### src/sv/htm_pkg.sv
// Shared types, constants and corner table for the hexahedron trilinear mapper.
`timescale 1ns / 1ps

package htm_pkg;

	localparam int CoordW = 32;
	localparam int LocalW = 17;
	localparam int OpAW   = 34;
	localparam int OpBW   = 25;
	localparam int ProdW  = 60;
	localparam int AccW   = 82;
	localparam int WtW    = 49;
	localparam int HiShift = 25;

	localparam logic [LocalW-1:0] OneQ16 = 17'd65536;

	// Rounding offset: half of one output LSB at scale 2^48.
	localparam logic signed [AccW-1:0] AccInit = 82'sd1 <<< 47;

	localparam logic CMD_LOAD = 1'b0;
	localparam logic CMD_EVAL = 1'b1;

	localparam logic [1:0] COORD_X = 2'd0;
	localparam logic [1:0] COORD_Y = 2'd1;
	localparam logic [1:0] COORD_Z = 2'd2;

	localparam logic [2:0] STEP_UV  = 3'd0;
	localparam logic [2:0] STEP_W   = 3'd1;
	localparam logic [2:0] STEP_XLO = 3'd2;
	localparam logic [2:0] STEP_XHI = 3'd3;
	localparam logic [2:0] STEP_YLO = 3'd4;
	localparam logic [2:0] STEP_YHI = 3'd5;
	localparam logic [2:0] STEP_ZLO = 3'd6;
	localparam logic [2:0] STEP_ZHI = 3'd7;

	// Corner flags in hex order: bit 0 u, bit 1 v, bit 2 w.
	localparam logic [2:0] HexFlags [8] = '{
		3'b000, 3'b001, 3'b011, 3'b010,
		3'b100, 3'b101, 3'b111, 3'b110
	};

	typedef struct packed {
		logic       vld;
		logic [1:0] coord;
		logic       hi;
	} acc_tag_t;

	typedef enum logic [3:0] {
		ST_IDLE  = 4'b0001,
		ST_RUN   = 4'b0010,
		ST_DRAIN = 4'b0100,
		ST_OUT   = 4'b1000
	} state_t;

endpackage

### src/sv/htm_corner_cell.sv
// One corner cell of the rotating corner ring.
`timescale 1ns / 1ps

module htm_corner_cell (
	input  logic                               clk,
	input  logic                               arst_n,
	input  logic                               load_en,
	input  logic signed [htm_pkg::CoordW-1:0] load_x,
	input  logic signed [htm_pkg::CoordW-1:0] load_y,
	input  logic signed [htm_pkg::CoordW-1:0] load_z,
	input  logic                               shift_en,
	input  logic signed [htm_pkg::CoordW-1:0] nbr_x,
	input  logic signed [htm_pkg::CoordW-1:0] nbr_y,
	input  logic signed [htm_pkg::CoordW-1:0] nbr_z,
	output logic signed [htm_pkg::CoordW-1:0] cx,
	output logic signed [htm_pkg::CoordW-1:0] cy,
	output logic signed [htm_pkg::CoordW-1:0] cz
);

	logic signed [htm_pkg::CoordW-1:0] x_q, y_q, z_q;

	always_ff @(posedge clk or negedge arst_n) begin
		if (!arst_n) begin
			x_q <= '0;
			y_q <= '0;
			z_q <= '0;
		end else if (load_en) begin
			x_q <= load_x;
			y_q <= load_y;
			z_q <= load_z;
		end else if (shift_en) begin
			x_q <= nbr_x;
			y_q <= nbr_y;
			z_q <= nbr_z;
		end
	end

	assign cx = x_q;
	assign cy = y_q;
	assign cz = z_q;

endmodule

### config.mk
export PLATFORM = sky130hd
export DESIGN_NAME = htm_corner_cell
export DESIGN_NICKNAME = d
export VERILOG_FILES = /design/src/sv/htm_pkg.sv /design/src/sv/htm_corner_cell.sv
export SDC_FILE = /design/constraint.sdc
export NUM_CORES = 1
export LEC_CHECK = 0
export BUFFER_PORTS_ARGS = -buffer_cell sky130_fd_sc_hd__buf_2
export CORE_AREA = 4 4 111 113
export DETAILED_ROUTE_END_ITERATION = 7
export DIE_AREA = 0 0 115 117
export PLACE_DENSITY = 0.8
export SLEW_MARGIN = 40
export SYNTH_ARGS = -nofsm -noshare
export SYNTH_HDL_FRONTEND = slang
export SYNTH_SLANG_ARGS = --single-unit
### constraint.sdc
create_clock -name clk -period 0.9 [get_ports clk]
set_input_delay 0.18 -clock clk [delete_from_list [all_inputs] [get_ports clk]]
set_output_delay 0.18 -clock clk [all_outputs]
set_load 0.02 [all_outputs]
# Word-level counts from Yosys, hierarchy flattened
# Index checks and enable logic that the tools add are counted.
[word_totals]
reg_bits = 96
word_cells = 10
inputBits = 196
[classes]
reduce_logical = 1
muxes = 6
[ops]
columns = ["op", "count"]
rows = [
  ["$mux W32", 6],
  ["$reduce_bool A2 Y1", 1],
]

# Depth between registers and ports, before layout
[logic_depth]
word_depth = 2
mapped_depth = 5

# Least setup slack after synthesis
# OpenSTA, ideal clock, no wires.
[synth_timing]
path_kind = "in2reg"
startpoint = "input port shift_en"
endpoint = "register x_q, in the netlist cx[0]"
t_arrival_ns = 0.832
path_stages = 5
slack_ns = -0.064
t_required_ns = 0.768
setup_time_ns = 0.132
n_path_buf = 3
path_cell_list = "buf_4 > buf_8 > buf_12 > mux2i_1 > o21ai_1"
[synth_between]
elab_chain_len = 1
[synth_rtl]
columns = ["item", "line_no", "text"]
rows = [
  ["start, declared", "htm_corner_cell.sv:11", "input logic shift_en,"],
  ["$reduce_bool A2 Y1 (no line)", "n/a", ""],
  ["end signal, assigned", "htm_corner_cell.sv:28", "x_q <= load_x;"],
  ["end signal, assigned", "htm_corner_cell.sv:32", "x_q <= nbr_x;"],
  ["end, declared", "htm_corner_cell.sv:20", "logic signed [htm_pkg::CoordW-1:0] x_q, y_q, z_q;"],
]
# Every way passes these cells.
# A chain may end at the register's enable or synchronous reset.

# Worst setup path in the final report
[layout_timing]
startpoint = "register y_q, in the netlist cy[16]"
endpoint = "output port cy[16] (netlist bit)"
[layout_lines]
columns = ["item", "line_no", "text"]
rows = [
  ["start, declared", "htm_corner_cell.sv:20", ""],
  ["start signal, assigned", "htm_corner_cell.sv:29", "y_q <= load_y;"],
  ["start signal, assigned", "htm_corner_cell.sv:33", "y_q <= nbr_y;"],
  ["end, declared", "htm_corner_cell.sv:16", "output logic signed [htm_pkg::CoordW-1:0] cy,"],
]
# No word-level cell between the ends.

==> metrics.md <==
| Metric | Value |
|---|---|
| Count of buffering cells on the critical path with inverters included | 1 |
| Startpoint types | flip-flop |
| Initial detailed-routing violation count | approximately 370 |
| Complex-gate fraction of the synthesized area | roughly 11% |
| Crit path max-delay cell type | dfrtp_1 |
| Global-route wire length before repair | approximately 21,000 um |
| Number of antenna violations at the first check in global routing | 1 |
| Root Buffer Master | clkbuf_16 |
| XOR/XNOR Fraction of Synth Area | 0% |
| Area growth from synthesis to layout | 66.1% |
| Number of storage elements in the synthesis netlist | 96 |
| Final weighted congestion of routability-driven global placement | 0.786 |
| Slew Viols, Final | 0 |
| Kind of critical path | flip-flop to primary output |
| Total placed cells including tap cells | around 850 |
| Maximum number of pins on one net before global-route repair | 84 |
| Final net count | between 900 and 1,000 |
| Unrepaired setup endpoints after global routing | true |
| Final instance area | between 0.007 and 0.008 mm^2 |
| Total power | about 12 mW |
| DR vias | ~4,300 |
| CP Max Fanout | 2 |
| WL met3 | 1230 um |
| Clock tree from TritonCTS | done |
| Routed length on met2 | about 7500 um |
| Detailed placer's ending HPWL | ~10,000 um |
| Worst Setup Slack, final | -0.163 ns |
| Port Buffers | roughly 290 |
| Fraction of layout cells with a size suffix above 1 | 49.5% |
| Crit share post-route | 118% |
| Worst path arrival time | roughly 0.88 ns |
| Cell types with the highest counts after synthesis | 96 x dfrtp_1, 96 x mux2i_1, 96 x nand2_1 |
| Via count of the first global-routing pass | between 4,000 and 5,000 |
| Worst Path Required | approximately 0.7 ns |
| Placed cell areas | 0.00618 mm^2 |
| Number of levels the H-tree was split into | 3 |
| Number of maximum-capacitance violations | 0 |
| Transition time at the pin with the least slew margin | about 0.32 ns |
| First-pass DRT Iterations | 4 |
| Routed wire length per instance | 16.2 um |
| Async S/R FF share, synth | 100% |
| Primary FF master, synth | dfrtp_1 |
| Placeable Area | roughly 0.011 mm^2 |
| Met1 Routed Length | ~5400 um |
| Worst setup timing slack at the placement stage | -0.171 ns |
| Die X-Extent | roughly 120 um |
| Endpoint type of the worst setup path | primary output |
| Starting utilization of the core area | 39.1% |
| Clock buffer count from CTS | 9 |
| Fin crit period | between 1 and 1.5 ns |
| Leakage power | about 3.9 nW |
| Worst Hold Margin | between 0.05 and 0.06 ns |
| Yosys cell types | 10 |
| Largest stage delay on the critical path | between 0.4 and 0.5 ns |
| Share of synthesized area occupied by flip-flops and latches | between 50% and 60% |
| Gate count after technology mapping | about 420 |
| Worst-skew pair later-pin latency | about 0.33 ns |
| Chain of cells forming the critical path | buf_6 |
| Uppermost signal routing layer after detailed routing | met5 |
| F_max | 941 MHz |
| Cell area power density | 1630 mW/mm^2 |
| Total die area | about 0.013 mm^2 |
| Die extent in y | between 100 and 150 um |
| Failing checks | negative setup slack |
| Via-per-instance ratio | 4.82 |
| Hold violation count in the final report | 0 |
| Clock Sinks | 96 |
| Post-synthesis simple-gate area fraction | 8.14% |
| Adder and majority cell fraction of the synthesized area | 0% |
| # rows | 39 |
| Top-area cell type share of the netlist area | between 50% and 60% |
| Number of nets still failing antenna checks after routing | 0 |
| CTS Buffer Depth | 2 |
| Clock skew after layout | 0 ns |
| Remaining max-slew budget at the tightest pin | around 79% |
| Syn nets | slightly above 600 |
| Number of warnings reported in the yosys synthesis log | 0 |
| Cell area after synthesis | 0.00443 mm^2 |
| Post-synthesis mux area share | 21.7% |
| Total wire length | 14,500 um |
| Run status | finished with violations |
| DRC violations left | 0 |
| Cell types with the largest area share after synthesis | dfrtp_1 54%, mux2i_1 22%, nand2_1 8.1%, o21ai_0 6.3%, o21ai_1 4.5% |
| Boundary pin count | 292 |
| Largest vdd supply drop | 0.991 mV |
| Post-Synthesis Mean Instance Area | around 11 um^2 |
| Gr ovfl total | 0 |
| Filler-free cell count of the finished design | 894 |
| Number of setup violations in the final report | 100 |
| Overall track demand over capacity in global routing | 20.2% |
| Main combinational cell family by area after synthesis | multiplexers |
| Clock slew seen by the registers of the worst setup and hold paths | roughly 0.07 ns |
| EDFF count, synth | 0 |
| HP Class | input port to flip-flop |
| Top Family by Delay on Critical Path | flip-flops |
| Most area-hungry cell type in the Yosys netlist | dfrtp_1 |
[power by group]
| group | internal (mW) | total [mW] | switching, mW |
|---|---|---|---|
| combinational | 1.71 | 3.20 | 1.49 |
| sequential | 4.72 | 5.03 | 0.318 |
| clock | 2.14 | 3.73 | 1.59 |
| total | 8.57 | 12.0 | 3.40 |
[stage by stage]
stage	TNS [ns]	util, %
final	-13.73	64.9
after global routing	-16.94	64.9
after CTS	-14.98	63.6
after detailed placement	-11.02	54.6
after global placement	-8.64	54.6
after floorplan	-0.334	-
[cell usage in the layout, fill, tap and decap left out, drive strengths merged]
master	synthesis	routed
buf	13	349
nand2	96	96
dfrtp	96	96
mux2i	96	96
o21ai	96	96
clkbuf	19	10
clkinv	0	3
clkinvlp	0	2
diode	0	1
bufinv	0	1
dlygate4sd3	0	1
[timing repair]
item	4_1_cts	5_1_grt
pin swaps	0	4
setup buffers	15	18
endpoints found under the setup margin	96	105
resized for setup	192	17
hold endpoints to repair	48	0
hold buffers	1	0
[cells by family after synthesis]
family	Yosys count
muxes	96
and+or+nand+nor	96
AOI/OAI and AO/OA	96
buffers and inverters	32
DFF	96
[sequential cells by signal, summed over array words and instances (netlist names)]
name  count
cz       32
cy       32
cx       32
[path summary, 6_finish.rpt]
kind / start / end / slack [ns] / cells past startpoint
max: cy[16] / cy[16] / -0.16 / 1
min: load_y[8] / cy[8] / 0.05 / 3
max reg2reg: cx[19] / cx[19] / -0.07 / 4
min reg2reg: cy[25] / cy[25] / 0.58 / 2
max in group asynchronous: arst_n / cx[18] / 0.19 / 3
min in group asynchronous: arst_n / cz[15] / 0.25 / 2
[metal layers]
layer / vias to the layer above / global-route usage [%]
met2: 198 / 36.3
met4: 2 / 7.51
li1: 2085 / -
met3: 29 / 4.94
met1: 1999 / 23.3
met5: - / 0
[final cells by class]
class,instances,area [um^2]
sequential,96,2400
clock inverter,6,60.1
timing repair buffer,350,2650
tap,143,179
antenna,1,2.50
clock buffer,10,229
multi-input combinational,288,1830
fill,865,3970
No activity file was read; power rests on OpenSTA's default activity.
